[config.mk]
export PLATFORM = sky130hd
export DESIGN_NAME = alpha_bounding_box_crop
export DESIGN_NICKNAME = d
export VERILOG_FILES = /design/src/sv/abbc_pkg.sv /design/src/sv/abbc_cfg.sv /design/src/sv/abbc_track.sv /design/src/sv/alpha_bounding_box_crop.sv
export SDC_FILE = /design/constraint.sdc
export NUM_CORES = 1
export LEC_CHECK = 0
export BUFFER_PORTS_ARGS = -buffer_cell sky130_fd_sc_hd__buf_4
export CAP_MARGIN = 20
export CELL_PAD_IN_SITES_DETAIL_PLACEMENT = 0
export CELL_PAD_IN_SITES_GLOBAL_PLACEMENT = 1
export CORE_ASPECT_RATIO = 1.5
export CORE_UTILIZATION = 30
export CTS_CLUSTER_SIZE = 10
export DETAILED_ROUTE_END_ITERATION = 7
export GPL_TIMING_DRIVEN = 1
export PLACE_DENSITY_LB_ADDON = 0.2
export SYNTH_ARGS = -nofsm -noshare
export SYNTH_HDL_FRONTEND = slang
export SYNTH_SLANG_ARGS = --single-unit
[constraint.sdc]
create_clock -name clk -period 4.7 [get_ports clk]
set_clock_uncertainty 0.05 [all_clocks]
set_input_delay 0.705 -clock clk [delete_from_list [all_inputs] [get_ports clk]]
set_output_delay 0.705 -clock clk [all_outputs]
set_load 0.02 [all_outputs]
[src/sv/abbc_pkg.sv]
// Package for the alpha bounding-box crop block: widths, register indexes
// and the result word layout. Used by every module of the block.
package abbc_pkg;

	// default coordinate width of the rectangle position counters
	localparam int COORD_BITS_DEF = 12;

	// fixed widths of the stream fields
	localparam int ALPHA_W = 8;
	localparam int CROP_W  = 13;

	// config port geometry: four 32-bit registers at byte offsets 0..12
	localparam int REG_ADDR_W = 4;
	localparam int REG_DATA_W = 32;

	// register index, taken from paddr[3:2]
	typedef enum logic [1:0] {
		REG_RECT_X = 2'd0,
		REG_RECT_Y = 2'd1,
		REG_RECT_W = 2'd2,
		REG_RECT_H = 2'd3
	} reg_idx_t;

	// one crop result
	typedef struct packed {
		logic [CROP_W-1:0] crop_x;
		logic [CROP_W-1:0] crop_y;
		logic [CROP_W-1:0] crop_w;
		logic [CROP_W-1:0] crop_h;
		logic              all_transparent;
	} crop_res_t;

endpackage

[src/sv/abbc_cfg.sv]
// APB register file of the alpha bounding-box crop: rectangle position and size.
// Depends on abbc_pkg.
module abbc_cfg #(
	parameter int COORD_BITS = abbc_pkg::COORD_BITS_DEF
) (
	input  logic                             clk,
	input  logic                             arst_n,
	input  logic                             psel,
	input  logic                             penable,
	input  logic                             pwrite,
	input  logic [abbc_pkg::REG_ADDR_W-1:0]  paddr,
	input  logic [abbc_pkg::REG_DATA_W-1:0]  pwdata,
	output logic [abbc_pkg::REG_DATA_W-1:0]  prdata,
	output logic                             pready,
	output logic [COORD_BITS-1:0]            rect_x,
	output logic [COORD_BITS-1:0]            rect_y,
	output logic [COORD_BITS:0]              rect_w,
	output logic [COORD_BITS:0]              rect_h
);

	localparam int SW = COORD_BITS + 1;
	localparam int CW = (SW > abbc_pkg::CROP_W) ? SW : abbc_pkg::CROP_W;

	logic [COORD_BITS-1:0]        rect_x_q, rect_y_q;
	logic [SW-1:0]                rect_w_q, rect_h_q;
	logic                         wr_en;
	abbc_pkg::reg_idx_t           reg_idx;
	logic [abbc_pkg::CROP_W-1:0]  size_wr;
	logic [CW-1:0]                size_ext;
	logic [CW-1:0]                size_max;
	logic [SW-1:0]                size_new;

	assign pready  = 1'b1;
	assign wr_en   = psel && penable && pwrite && pready;
	assign reg_idx = abbc_pkg::reg_idx_t'(paddr[3:2]);

	// size write: keep low 13 bits, clamp to 2^COORD_BITS
	assign size_wr  = pwdata[abbc_pkg::CROP_W-1:0];
	assign size_ext = CW'(size_wr);
	assign size_max = CW'(1) << COORD_BITS;
	assign size_new = (size_ext > size_max) ? SW'(size_max) : SW'(size_ext);

	// register writes; a zero size is ignored
	always_ff @(posedge clk or negedge arst_n) begin
		if (!arst_n) begin
			rect_x_q <= '0;
			rect_y_q <= '0;
			rect_w_q <= SW'(1);
			rect_h_q <= SW'(1);
		end else if (wr_en) begin
			case (reg_idx)
				abbc_pkg::REG_RECT_X: rect_x_q <= pwdata[COORD_BITS-1:0];
				abbc_pkg::REG_RECT_Y: rect_y_q <= pwdata[COORD_BITS-1:0];
				abbc_pkg::REG_RECT_W: begin
					if (size_wr != '0) rect_w_q <= size_new;
				end
				abbc_pkg::REG_RECT_H: begin
					if (size_wr != '0) rect_h_q <= size_new;
				end
				default: ;
			endcase
		end
	end

	// read back
	always_comb begin
		case (reg_idx)
			abbc_pkg::REG_RECT_X: prdata = abbc_pkg::REG_DATA_W'(rect_x_q);
			abbc_pkg::REG_RECT_Y: prdata = abbc_pkg::REG_DATA_W'(rect_y_q);
			abbc_pkg::REG_RECT_W: prdata = abbc_pkg::REG_DATA_W'(rect_w_q);
			abbc_pkg::REG_RECT_H: prdata = abbc_pkg::REG_DATA_W'(rect_h_q);
			default:              prdata = '0;
		endcase
	end

	assign rect_x = rect_x_q;
	assign rect_y = rect_y_q;
	assign rect_w = rect_w_q;
	assign rect_h = rect_h_q;

endmodule

[src/sv/abbc_track.sv]
// Position counters and running opaque bounds of the alpha bounding-box crop,
// plus the crop result of the current word. Depends on abbc_pkg.
module abbc_track #(
	parameter int COORD_BITS = abbc_pkg::COORD_BITS_DEF
) (
	input  logic                           clk,
	input  logic                           arst_n,
	input  logic                           adv,
	input  logic [abbc_pkg::ALPHA_W-1:0]   pixel_alpha,
	input  logic                           is_last,
	input  logic [COORD_BITS-1:0]          rect_x,
	input  logic [COORD_BITS-1:0]          rect_y,
	input  logic [COORD_BITS:0]            rect_w,
	input  logic [COORD_BITS:0]            rect_h,
	output abbc_pkg::crop_res_t            res
);

	localparam int OW = abbc_pkg::CROP_W;
	localparam int AW = (COORD_BITS + 2 > OW) ? COORD_BITS + 2 : OW;

	logic [COORD_BITS-1:0] col_q, row_q;
	logic [COORD_BITS-1:0] min_col_q, max_col_q, min_row_q, max_row_q;
	logic                  seen_q;

	logic                  opaque;
	logic [COORD_BITS-1:0] min_col_n, max_col_n, min_row_n, max_row_n;
	logic                  seen_n;
	logic [COORD_BITS:0]   col_inc, row_inc;
	logic [COORD_BITS-1:0] col_n, row_n;
	logic [AW-1:0]         sum_x, sum_y, span_w, span_h;

	assign opaque = (pixel_alpha != '0);

	// bounds including this pixel
	always_comb begin
		min_col_n = min_col_q;
		max_col_n = max_col_q;
		min_row_n = min_row_q;
		max_row_n = max_row_q;
		if (opaque) begin
			if (!seen_q || col_q < min_col_q) min_col_n = col_q;
			if (!seen_q || col_q > max_col_q) max_col_n = col_q;
			if (!seen_q || row_q < min_row_q) min_row_n = row_q;
			if (!seen_q || row_q > max_row_q) max_row_n = row_q;
		end
		seen_n = seen_q || opaque;
	end

	// raster position advance with wrap at the rectangle edges
	assign col_inc = {1'b0, col_q} + (COORD_BITS+1)'(1);
	assign row_inc = {1'b0, row_q} + (COORD_BITS+1)'(1);
	always_comb begin
		if (col_inc >= rect_w) begin
			col_n = '0;
			row_n = (row_inc >= rect_h) ? '0 : row_inc[COORD_BITS-1:0];
		end else begin
			col_n = col_inc[COORD_BITS-1:0];
			row_n = row_q;
		end
	end

	// crop result; all-transparent gives the far corner and zero size
	always_comb begin
		if (seen_n) begin
			sum_x  = AW'(rect_x) + AW'(min_col_n);
			sum_y  = AW'(rect_y) + AW'(min_row_n);
			span_w = AW'(max_col_n) - AW'(min_col_n) + AW'(1);
			span_h = AW'(max_row_n) - AW'(min_row_n) + AW'(1);
		end else begin
			sum_x  = AW'(rect_x) + AW'(rect_w);
			sum_y  = AW'(rect_y) + AW'(rect_h);
			span_w = '0;
			span_h = '0;
		end
		res.crop_x          = sum_x[OW-1:0];
		res.crop_y          = sum_y[OW-1:0];
		res.crop_w          = span_w[OW-1:0];
		res.crop_h          = span_h[OW-1:0];
		res.all_transparent = !seen_n;
	end

	// state update; the last word of a rectangle clears everything
	always_ff @(posedge clk or negedge arst_n) begin
		if (!arst_n) begin
			col_q     <= '0;
			row_q     <= '0;
			min_col_q <= '1;
			max_col_q <= '0;
			min_row_q <= '1;
			max_row_q <= '0;
			seen_q    <= 1'b0;
		end else if (adv) begin
			if (is_last) begin
				col_q     <= '0;
				row_q     <= '0;
				min_col_q <= '1;
				max_col_q <= '0;
				min_row_q <= '1;
				max_row_q <= '0;
				seen_q    <= 1'b0;
			end else begin
				col_q     <= col_n;
				row_q     <= row_n;
				min_col_q <= min_col_n;
				max_col_q <= max_col_n;
				min_row_q <= min_row_n;
				max_row_q <= max_row_n;
				seen_q    <= seen_n;
			end
		end
	end

endmodule

[src/sv/alpha_bounding_box_crop.sv]
// Top level of the alpha bounding-box crop: input register, tracker, result
// register and APB config. Depends on abbc_pkg, abbc_cfg and abbc_track.
//
// Usage: set rect_x/rect_y/rect_w/rect_h over APB while the block is idle,
// then stream the rectangle's pixels in raster order on s_t*, one word per
// pixel, alpha byte in s_tdata and s_tlast on the final pixel. The block
// keeps its own column/row position and the opaque (alpha != 0) bounds.
// For each word with s_tlast one result word comes out on m_t*: the
// cropped rectangle in m_tdata and the all-transparent flag in m_tuser.
// Words without s_tlast produce no output.
// Throughput: one pixel per cycle unless a last pixel is held back (see Stall).
// Result path: the last pixel loads into the input register on acceptance, and
// the result register loads from it once stage 1 can advance.
// Stall: while a result waits in the output register, non-last pixels still
// flow; only the next last pixel waits in the input register, and s_tready
// drops once that register cannot move.
// Reset: position, bounds and both stages clear; registers return to
// x = y = 0, w = h = 1.
module alpha_bounding_box_crop #(
	parameter int COORD_BITS = abbc_pkg::COORD_BITS_DEF
) (
	input  logic                                 clk,
	input  logic                                 arst_n,
	// config port
	input  logic                                 psel,
	input  logic                                 penable,
	input  logic                                 pwrite,
	input  logic [abbc_pkg::REG_ADDR_W-1:0]      paddr,
	input  logic [abbc_pkg::REG_DATA_W-1:0]      pwdata,
	output logic [abbc_pkg::REG_DATA_W-1:0]      prdata,
	output logic                                 pready,
	// pixel stream
	input  logic                                 s_tvalid,
	output logic                                 s_tready,
	input  logic [7:0]                           s_tdata,   // [7:0] pixel_alpha
	input  logic                                 s_tlast,   // is_last
	// crop result stream
	output logic                                 m_tvalid,
	input  logic                                 m_tready,
	// [12:0] crop_x, [25:13] crop_y, [38:26] crop_w, [51:39] crop_h, [55:52] zero
	output logic [55:0]                          m_tdata,
	output logic [0:0]                           m_tuser    // [0] all_transparent
);

	logic [COORD_BITS-1:0]          rect_x, rect_y;
	logic [COORD_BITS:0]            rect_w, rect_h;

	logic                           valid_s1, last_s1;
	logic [abbc_pkg::ALPHA_W-1:0]   alpha_s1;
	logic                           valid_s2;
	abbc_pkg::crop_res_t            res_s2;
	abbc_pkg::crop_res_t            res_c;
	logic                           adv;

	abbc_cfg #(
		.COORD_BITS (COORD_BITS)
	) u_cfg (
		.clk     (clk),
		.arst_n  (arst_n),
		.psel    (psel),
		.penable (penable),
		.pwrite  (pwrite),
		.paddr   (paddr),
		.pwdata  (pwdata),
		.prdata  (prdata),
		.pready  (pready),
		.rect_x  (rect_x),
		.rect_y  (rect_y),
		.rect_w  (rect_w),
		.rect_h  (rect_h)
	);

	// stage 1 moves unless it holds a last word and the result slot is busy
	assign adv      = valid_s1 && (!last_s1 || !valid_s2 || m_tready);
	assign s_tready = !valid_s1 || adv;

	// input register
	always_ff @(posedge clk or negedge arst_n) begin
		if (!arst_n) begin
			valid_s1 <= 1'b0;
		end else if (s_tready) begin
			valid_s1 <= s_tvalid;
		end
	end

	always_ff @(posedge clk) begin
		if (s_tready && s_tvalid) begin
			alpha_s1 <= s_tdata;
			last_s1  <= s_tlast;
		end
	end

	abbc_track #(
		.COORD_BITS (COORD_BITS)
	) u_track (
		.clk         (clk),
		.arst_n      (arst_n),
		.adv         (adv),
		.pixel_alpha (alpha_s1),
		.is_last     (last_s1),
		.rect_x      (rect_x),
		.rect_y      (rect_y),
		.rect_w      (rect_w),
		.rect_h      (rect_h),
		.res         (res_c)
	);

	// result register
	always_ff @(posedge clk or negedge arst_n) begin
		if (!arst_n) begin
			valid_s2 <= 1'b0;
		end else if (adv && last_s1) begin
			valid_s2 <= 1'b1;
		end else if (m_tready) begin
			valid_s2 <= 1'b0;
		end
	end

	always_ff @(posedge clk) begin
		if (adv && last_s1) begin
			res_s2 <= res_c;
		end
	end

	assign m_tvalid   = valid_s2;
	assign m_tdata    = {4'b0, res_s2.crop_h, res_s2.crop_w, res_s2.crop_y, res_s2.crop_x};
	assign m_tuser[0] = res_s2.all_transparent;

	// a new result only follows a last word leaving stage 1
	a_rise_after_last: assert property (@(posedge clk) disable iff (!arst_n)
		$rose(valid_s2) |-> $past(adv && last_s1))
		else $error("result appeared without a last pixel");

	// input stalls only behind a blocked last word
	a_stall_cause: assert property (@(posedge clk) disable iff (!arst_n)
		!s_tready |-> (valid_s1 && last_s1 && valid_s2 && !m_tready))
		else $error("input stalled without cause");

	// an all-transparent result has zero size
	a_empty_size: assert property (@(posedge clk) disable iff (!arst_n)
		(valid_s2 && res_s2.all_transparent) |->
			(res_s2.crop_w == '0 && res_s2.crop_h == '0))
		else $error("transparent result with nonzero size");

endmodule
======== Word level (Yosys, flattened, before mapping) ========
Cells that the tools add are included.
storage, ports and cells
  flip-flop bits (word level) ............. 187
  word-level logic and storage cells ...... 92
operators by class
  add/subtract/negate cells ............... 10
  order comparisons ....................... 7
  equal/unequal tests ..................... 3
  multiplexer cells ....................... 24
  reduce and logical (&&, ||, !) cells .... 28
operators by type and width
  cell                                                                   number
  12-bit two-way mux                                                     17
  32-bit case mux with 4 select lines                                    1
  13-bit two-way mux                                                     3
  12-bit by 1-bit adder with 13-bit output, second input constant        2
  12-bit by 12-bit adder with 13-bit output                              2
  12-bit by 13-bit adder with 13-bit output                              2
  13-bit by 1-bit adder with 13-bit output, second input constant        2
  13-bit greater-or-equal comparator                                     2
  12-bit by 12-bit subtractor with 13-bit output                         2
  12-bit greater-than comparator                                         2
  12-bit < comparator                                                    2
  13-bit greater-than comparator, second input constant                  1
  13-bit nonzero test                                                    1
  1-bit logical OR                                                       8
  8-bit nonzero test                                                     1
  2-bit AND reduction                                                    3
  3-bit AND reduction                                                    2
  1-bit logical AND                                                      5
  1-bit zero test                                                        5
  2-bit equality test, second input constant                             2
  2-bit nonzero test                                                     2
  1-bit two-way mux                                                      3
  2-bit by 1-bit equality test with 1-bit output, second input constant  1
  2-bit zero test                                                        1

======== Longest topological paths before layout ========
Gate-level depths: netlist (run 1).
  word-level depth ........................ 6
  depth in mapped cells ................... 22
  depth with buffers taken out ............ 20

======== Modules after synthesis ========
Synthesis (run 1) repeated with hierarchy kept, for this count alone.
second synthesis, totals
  cells, all modules ...................... 1,258
  area total of the unflattened synthesis .. 12,948.7 µm²
modules (own cells, without submodules)
  module                   instances  cells an instance  area an instance (µm²)  seq. area each (µm²)
  abbc_track               1          1,013              8,398.1                 1,856.8
  abbc_cfg                 1          168                2,548.7                 1,253.7
  alpha_bounding_box_crop  1          77                 2,001.9                 1,911.8

======== Worst setup path before layout (run 1) ========
OpenSTA, ideal clock, no wires.
  kind .................................... reg-to-reg
  start ................................... register u_track.min_row_q[3]
  end ..................................... register res_s2, in the netlist m_tdata[48] (data pin)
  data arrival time ....................... 4.127 ns
  required time ........................... 4.384 ns
  setup slack ............................. 0.257 ns
  stages on the path, launching flop included .. 19
  buffers on the path ..................... 0
  clock period less this slack ............ 4.443 ns
  cells stage by stage .................... dfstp_2 -> inv_1 -> ha_1 -> or4_1 -> a21oi_1 -> o31ai_1 -> a21boi_4 -> mux2_4 -> ha_1 -> inv_1 -> ha_1 -> fa_1 -> a21o_1 -> a21o_1 -> a21o_1 -> or3_1 -> a31oi_1 -> xnor2_1 -> nor2_1
between the ends
  word-level cells in the longest chain between the ends .. 6
ends and longest elaborated chain
  element                                           line                            text
  from (decl)                                       abbc_track.sv:22                logic [COORD_BITS-1:0] min_col_q, max_col_q, min_row_q, max_row_q;
  from (signal assigned)                            abbc_track.sv:106               min_row_q <= min_row_n;
  12-bit < comparator                               abbc_track.sv:43                if (!seen_q || row_q < min_row_q) min_row_n = row_q;
  1-bit logical OR                                  abbc_track.sv:43
  12-bit two-way mux                                abbc_track.sv:43
  12-bit two-way mux *                              abbc_track.sv:40                if (opaque) begin
  12-bit by 12-bit subtractor with 13-bit output *  abbc_track.sv:68                span_h = AW'(max_row_n) - AW'(min_row_n) + AW'(1);
  13-bit by 1-bit adder with 13-bit output *        abbc_track.sv:68
  to (signal assigned)                              alpha_bounding_box_crop.sv:121  res_s2 <= res_c;
  to (decl)                                         alpha_bounding_box_crop.sv:51   abbc_pkg::crop_res_t res_s2;
Every way passes the cells marked *; elsewhere a longest branch is shown, timed or not.
A chain may end at the register's enable or synchronous reset.

======== Final worst setup path (run 1) ========
  start ................................... register u_track.min_row_q[3]
  end ..................................... register res_s2, in the netlist m_tdata[50] (data pin)
Same word-level chain as after synthesis.

==> results of run 1 <==
Yosys cell counts, types with 8 or more instances:
library cell / n
and3_1: 8
or3_1: 8
o211ai_1: 8
nand3_1: 19
buf_4: 24
ha_1: 138
mux4_2: 12
nand2b_1: 11
nor2_1: 105
clkbuf_1: 42
o22a_1: 24
nor3_1: 18
a221oi_1: 13
a22o_1: 33
inv_1: 105
mux2_2: 42
edfxtp_1: 62
a21oi_1: 96
buf_2: 17
nand4_1: 12
dfrtp_1: 99
and2_1: 16
nor2b_1: 28
dfstp_2: 26
nand2_1: 83
a211oi_1: 10
a21o_1: 24
o21ai_0: 66
xor2_1: 19
o22ai_1: 8
xnor2_1: 41
timing repair:
action,CTS,global route
buffers inserted,0,2
pin swaps,0,5
setup endpoints to repair,5,9
gates resized for setup,4,10
endpoints found under the hold margin,0,0
through the flow:
stage / cell area [um^2] / setup WS, ps / utilization / TNS (ps)
final: 15300 / 127 / 0.369 / 0
after floorplan: 12800 / 257 / - / 0
after global routing: 15300 / 2.52 / 0.369 / 0
after CTS: 15200 / 13.0 / 0.368 / 0
after global placement: 14600 / -51.0 / 0.353 / -51.0
after detailed placement: 14600 / -86.3 / 0.353 / -110
worst max-delay path, stage by stage (launching register included):
cell      delay, ps
dfstp_2         530
inv_1            50
ha_1            200
or4_1           530
a21oi_2         140
o31ai_2         100
a21boi_4        200
mux2_4          340
ha_1            280
inv_1            40
ha_2            190
fa_2            390
a21o_1          170
a21o_1          190
a211oi_1        360
o31ai_1         150
a21oi_1         210
xor2_1          160
nor2_1           50
cell families after synthesis:
family,after synthesis
flip-flops,187
AO/OA/AOI/OAI,327
AND/OR/NAND/NOR,324
multiplexers,57
buffers and inverters,193
XOR/XNOR,60
adder cells (fa/ha/maj),142
other,2
placed cells by master, fill, tap and decap left out, drive strengths merged, types with 6 or more instances in the layout:
cell	netlist	routed
clkinv	0	7
nor3	18	18
xnor2	41	41
a221oi	13	13
edfxtp	62	62
nand2	83	83
a21oi	98	98
a31o	6	6
xor2	19	19
or3	8	8
o22ai	8	8
ha	138	138
conb	2	24
o21ai	69	69
and3	8	8
a211oi	10	10
nand3	19	19
mux4	12	12
a21o	24	24
o22a	24	24
and2	16	16
nor2	108	108
dfstp	26	26
buf	44	212
dfrtp	99	99
mux2	43	43
a22o	33	33
clkbuf	42	17
inv	107	115
nand2b	11	11
o211ai	8	8
nand4	12	12
nor2b	28	28
how the worst max path moves through the flow:
stage	from	endpoint	cells past startpoint
floorplan	u_track.min_row_q[3]	m_tdata[48]	18
global placement	u_track.min_col_q[9]	m_tdata[37]	19
global route	u_track.min_row_q[3]	m_tdata[48]	18
detailed placement	u_track.min_col_q[9]	m_tdata[37]	19
finish	u_track.min_row_q[3]	m_tdata[50]	18
CTS	u_track.min_row_q[3]	m_tdata[48]	18
final cells by class:
type | instances | area [um^2]
Fill cell | 4238 | 26200
Multi-Input combinational cell | 934 | 6950
Sequential cell | 187 | 5020
Timing Repair Buffer | 212 | 1620
Tap cell | 558 | 698
Clock buffer | 17 | 425
Inverter | 107 | 402
Clock inverter | 15 | 165
state kept, by name (all words and copies together), names as in the netlist:
| register | count |
|---|---|
| u_track.max_col_q | 12 |
| last_s1 | 1 |
| u_track.min_col_q | 12 |
| u_track.min_row_q | 12 |
| m_tvalid | 1 |
| m_tuser | 1 |
| m_tdata | 52 |
| u_track.max_row_q | 12 |
| alpha_s1 | 8 |
| u_track.seen_q | 1 |
| u_cfg.rect_h | 13 |
| u_cfg.rect_x | 12 |
| u_track.col_q | 12 |
| u_cfg.rect_w | 13 |
| u_track.row_q | 12 |
| valid_s1 | 1 |
| u_cfg.rect_y | 12 |
metal layers:
layer,track usage,up-vias,part of all wire
met1,0.204,4955,0.38
met2,0.370,176,0.56
met4,0.0855,0,0.038
met3,0.0220,55,0.022
met5,0,-,0
li1,-,4904,-
power groups by stage:
stage / Combinational (mW) / Sequential (mW) / Clock (mW)
2_1_floorplan: 1.68 / 2.39 / 0
3_3_place_gp: 2.73 / 2.33 / 0
3_5_place_dp: 2.75 / 2.33 / 0
4_1_cts: 2.78 / 2.30 / 1.54
5_1_grt: 3.05 / 2.33 / 1.60
6_report: 2.77 / 2.30 / 1.50
==> impl_metrics.env, run 1 <==
export IMPL_status="complete, no violations"
export IMPL_first_pass_iters=5
export IMPL_seqPwrFrac=0.351
export IMPL_synth_area_um2=12700
export IMPL_ys_warn_count=0
export IMPL_synthAdderAreaFrac=0.142
export IMPL_intPower_mw=4.05
export IMPL_clock_path_buffers=2
export IMPL_antenna_found_initial=0
export IMPL_synth_distinct_cells=61
export IMPL_fp_coreArea_um2=41400
export IMPL_finalCriticalPeriod_ps=4570
export IMPL_cp_max_fo=3
export IMPL_wire_per_inst_um=19.7
export IMPL_p_total_mw=6.56
export IMPL_p_leak_nw=7.07
export IMPL_dp_cells=1995
export IMPL_whs_ps=301
export IMPL_p_sw_frac=0.384
export IMPL_pwr_share_comb=0.421
export IMPL_synth_top_cell_by_area="dfrtp_1"
export IMPL_final_setup_viol_count=0
export IMPL_ioPinCount=144
export IMPL_gr_total_overflow=0
export IMPL_fin_nets=1653
export IMPL_antenna_left=0
export IMPL_routabilityCongestion=0.838
export IMPL_ys_ff_latch=187
export IMPL_rrSetupSlack_ps=130
export IMPL_portBuffers=98
export IMPL_hp_class="primary input to asynchronous set/reset pin"
export IMPL_critPathCaptureType="register"
export IMPL_cp_arrival_ps=4730
export IMPL_ys_flop_type="dfrtp_1"
export IMPL_grt_pass1_wl_mm=60.7
export IMPL_relSlewSlack=0.338
export IMPL_fmax_ghz=0.219
export IMPL_r2r_end="m_tdata[50]"
export IMPL_n_antenna_cell=0
export IMPL_drc=0
export IMPL_max_cap_violations=0
export IMPL_fp_dieArea_um2=43100
export IMPL_cts_made_buffers=17
export IMPL_switchingPower_mw=2.52
export IMPL_syn_to_final_growth_pct=20.4
export IMPL_syn_inst=1292
export IMPL_yosys_top_cells_area="dfrtp_1, edfxtp_1, ha_1, dfstp_2, a21oi_1"
export IMPL_die_x_um=170
export IMPL_synth_top_area_share=0.195
export IMPL_drive_above_1_share=0.240
export IMPL_start_kind="register"
export IMPL_grt_max_degree=71
export IMPL_track_usage=0.191
export IMPL_cts_tree="built"
export IMPL_dr_total_vias=10100
export IMPL_synth_xor_area_frac=0.0414
export IMPL_fp_dieH_um=254
export IMPL_required_ps=4860
export IMPL_async_flop_share=0.668
export IMPL_initial_core_util=0.306
export IMPL_rsz0062_at_grt="no"
export IMPL_clock_sinks=187
export IMPL_cts_hold_buf=0
export IMPL_clockRootBuffer="clkbuf_16"
export IMPL_clk_latency_ps=460
export IMPL_wl_mm=40.1
export IMPL_final_hold_violation_count=0
export IMPL_final_cells=2030
export IMPL_vias_per_cell=4.97
export IMPL_ir_worst_vdd_uv=247
export IMPL_yosys_area_share_simple=0.120
export IMPL_syn_avg_cell_area_um2=9.82
export IMPL_synth_compound_area_frac=0.171
export IMPL_reg2regPathDepth=18
export IMPL_drv_slew=0
export IMPL_path_clk_slew_ps=80
export IMPL_tightest_slew_ps=990
export IMPL_synth_edf_count=62
export IMPL_post_route_period_util=0.973
export IMPL_r2r_start="u_track.min_row_q[3]"
export IMPL_pwr_share_clk=0.228
export IMPL_yosysSeqAreaShare=0.396
export IMPL_dp_hpwl_mm=31.8
export IMPL_power_density_nw_per_um2=430
export IMPL_htree_num_levels=4
export IMPL_grt_pass1_vias=10200
export IMPL_synth_mux_area_fraction=0.0613
export IMPL_synth_top_family_by_area="compound AO/OA/AOI/OAI gates"
export IMPL_setup_worst_path_class="register to register"
export IMPL_rows=91
export IMPL_first_iter_violations=478
Power figures use the tool's default switching activity.
==> run 2, diff against run 1 <==
--- a/config.mk
+++ b/config.mk
@@ -9,7 +9,7 @@
 export CAP_MARGIN = 20
 export CELL_PAD_IN_SITES_DETAIL_PLACEMENT = 0
 export CELL_PAD_IN_SITES_GLOBAL_PLACEMENT = 1
-export CORE_ASPECT_RATIO = 1.5
+export CORE_ASPECT_RATIO = 1.75
 export CORE_UTILIZATION = 30
 export CTS_CLUSTER_SIZE = 10
 export DETAILED_ROUTE_END_ITERATION = 7
==> run 2 against run 1 <==
  * Hold slack got worse by 230 ps
  * Register-to-register slack improved by 30 ps
  * Flip-flop and latch count did not move
  * Non-clock buffer count fell by 1
  * Routed wire length rose by 4.6%
  * Total power rose by 2.6%
  * Clock-buffer cell count rose by 1
  * Maximum frequency rose by 0.55%
  * Clock power barely moved
  * Combinational power rose by 5%
  * Critical endpoint is now m_tdata[48]
  * Largest cell class unchanged
  * Highest routed layer unchanged
==> impl_metrics.env, run 2 (synthesis gave the netlist of run 1 again) <==
export IMPL_first_pass_iters=5
export IMPL_n_antenna_cell=0
export IMPL_fp_dieH_um=274
export IMPL_fin_nets=1652
export IMPL_final_hold_violation_count=0
export IMPL_seqPwrFrac=0.343
export IMPL_required_ps=4860
export IMPL_drc=0
export IMPL_clock_path_buffers=2
export IMPL_drive_above_1_share=0.247
export IMPL_relSlewSlack=0.256
export IMPL_drv_slew=0
export IMPL_grt_pass1_wl_mm=62.5
export IMPL_dp_hpwl_mm=33.6
export IMPL_final_setup_viol_count=0
export IMPL_switchingPower_mw=2.60
export IMPL_status="complete, no violations"
export IMPL_pwr_share_comb=0.431
export IMPL_largest_register_ff_count=52
export IMPL_fp_coreArea_um2=41700
export IMPL_gr_total_overflow=0
export IMPL_fmax_ghz=0.220
export IMPL_clockRootBuffer="clkbuf_16"
export IMPL_cts_made_buffers=17
export IMPL_final_cells=2026
export IMPL_portBuffers=98
export IMPL_dr_total_vias=10000
export IMPL_post_route_period_util=0.968
export IMPL_setup_worst_path_class="register to register"
export IMPL_placed_cell_area_um2=14600
export IMPL_p_sw_frac=0.386
export IMPL_power_density_nw_per_um2=439
export IMPL_critPathCaptureType="register"
export IMPL_ir_worst_vdd_uv=249
export IMPL_clk_latency_ps=460
export IMPL_first_iter_violations=528
export IMPL_die_x_um=157
export IMPL_path_clk_slew_ps=80
export IMPL_max_cap_violations=0
export IMPL_antenna_left=0
export IMPL_ioPinCount=144
export IMPL_clock_sinks=187
export IMPL_hp_class="primary input to asynchronous set/reset pin"
export IMPL_vias_per_cell=4.94
export IMPL_htree_num_levels=4
export IMPL_cp_arrival_ps=4710
export IMPL_tightest_slew_ps=1110
export IMPL_final_common_cell="buf_4"
export IMPL_antenna_found_initial=0
export IMPL_finalCriticalPeriod_ps=4550
export IMPL_p_leak_nw=7.08
export IMPL_nFillCells=4273
export IMPL_grt_pass1_vias=10300
export IMPL_final_cell_mix="buf_4, ha_1, inv_1"
export IMPL_wl_mm=41.9
export IMPL_post_route_cell_area_um2=15300
export IMPL_pwr_share_clk=0.226
export IMPL_dp_cells=1993
export IMPL_intPower_mw=4.13
export IMPL_cts_tree="built"
export IMPL_syn_to_final_growth_pct=20.9
export IMPL_track_usage=0.201
export IMPL_grt_max_degree=107
export IMPL_start_kind="register"
export IMPL_rows=99
export IMPL_initial_core_util=0.304
export IMPL_routabilityCongestion=0.846
export IMPL_cts_hold_buf=0
export IMPL_cp_max_fo=4
export IMPL_fp_dieArea_um2=43200
export IMPL_wire_per_inst_um=20.7
run 2: cell types whose count changed in the layout (fill, tap and decap cells not counted), moves of 2 or more:
cell / before / now
a211oi_1: 10 / 8
a21oi_2: 6 / 8
inv_6: 2 / 4
a21oi_1: 92 / 89
o21ai_0: 65 / 59
o21ai_1: 2 / 7
a211oi_2: 0 / 2
inv_8: 6 / 3
run 2: per-stage QoR:
stage               total power [mW]  setup TNS, ps  hold slack [ps]  setup WS, ps   util
floorplan                       4.07              0              359           257      -
global placement                5.19           -178              433         -99.3  0.350
detailed placement              5.20           -251              436          -118  0.350
CTS                             6.77              0             71.6          1.88  0.365
global route                    7.14          -30.0             85.6         -21.3  0.367
finish                          6.73              0             75.8           152  0.367
run 2: area by class of cell:
type / count / area [um^2] / share of cell area
Clock buffer: 18 / 429 / 0.0280
Clock inverter: 14 / 173 / 0.0113
Inverter: 107 / 402 / 0.0262
Multi-Input combinational cell: 934 / 7020 / 0.458
Sequential cell: 187 / 5020 / 0.327
Tap cell: 555 / 694 / 0.0453
Timing Repair Buffer: 211 / 1600 / 0.104
run 2: power groups by stage:
stage,logic (mW),registers [mW],clock network (mW)
after floorplan,1.68,2.39,0
after global placement,2.86,2.33,0
after detailed placement,2.86,2.34,0
after CTS,2.90,2.31,1.56
after global routing,3.19,2.34,1.61
final,2.91,2.31,1.52
run 2: final timing paths:
kind / from / endpoint / slack [ps] / cells after the start
min in group clk: s_tdata[7] / alpha_s1[7] / 370 / 1
hold / removal: arst_n / u_track.max_row_q[10] / 80 / 1
setup / recovery: u_track.min_row_q[3] / m_tdata[48] / 150 / 18
max in group asynchronous: arst_n / u_cfg.rect_w[1] / 3520 / 2
setup reg to reg: u_track.min_row_q[3] / m_tdata[48] / 150 / 18
hold reg to reg: u_track.max_col_q[9] / u_track.max_col_q[9] / 450 / 1
run 2: critical path: stages (launching register included):
cell and delay (ps):
dfstp_2 560, inv_1 80, ha_2 200, or4_4 540
a21oi_4 150, o31ai_4 90, a21boi_4 190, mux2_4 360
ha_1 290, inv_1 40, ha_2 180, fa_2 340
a21o_1 170, a21o_1 200, a21o_1 190, or3_1 300
a31oi_1 180, xnor2_1 140, nor2_1 50
run 2: repair_timing:
action | in CTS | in global routing
endpoints found under the hold margin | 0 | 0
gates resized for setup | 6 | 29
pin swaps | 2 | 14
buffers inserted | 0 | 1
endpoints found under the setup margin | 7 | 16
run 2: routing by layer:
metal / share of wire / GRT usage
met1: 0.34 / 0.190
met2: 0.59 / 0.411
met3: 0.019 / 0.0199
met4: 0.047 / 0.107
met5: 0 / 0
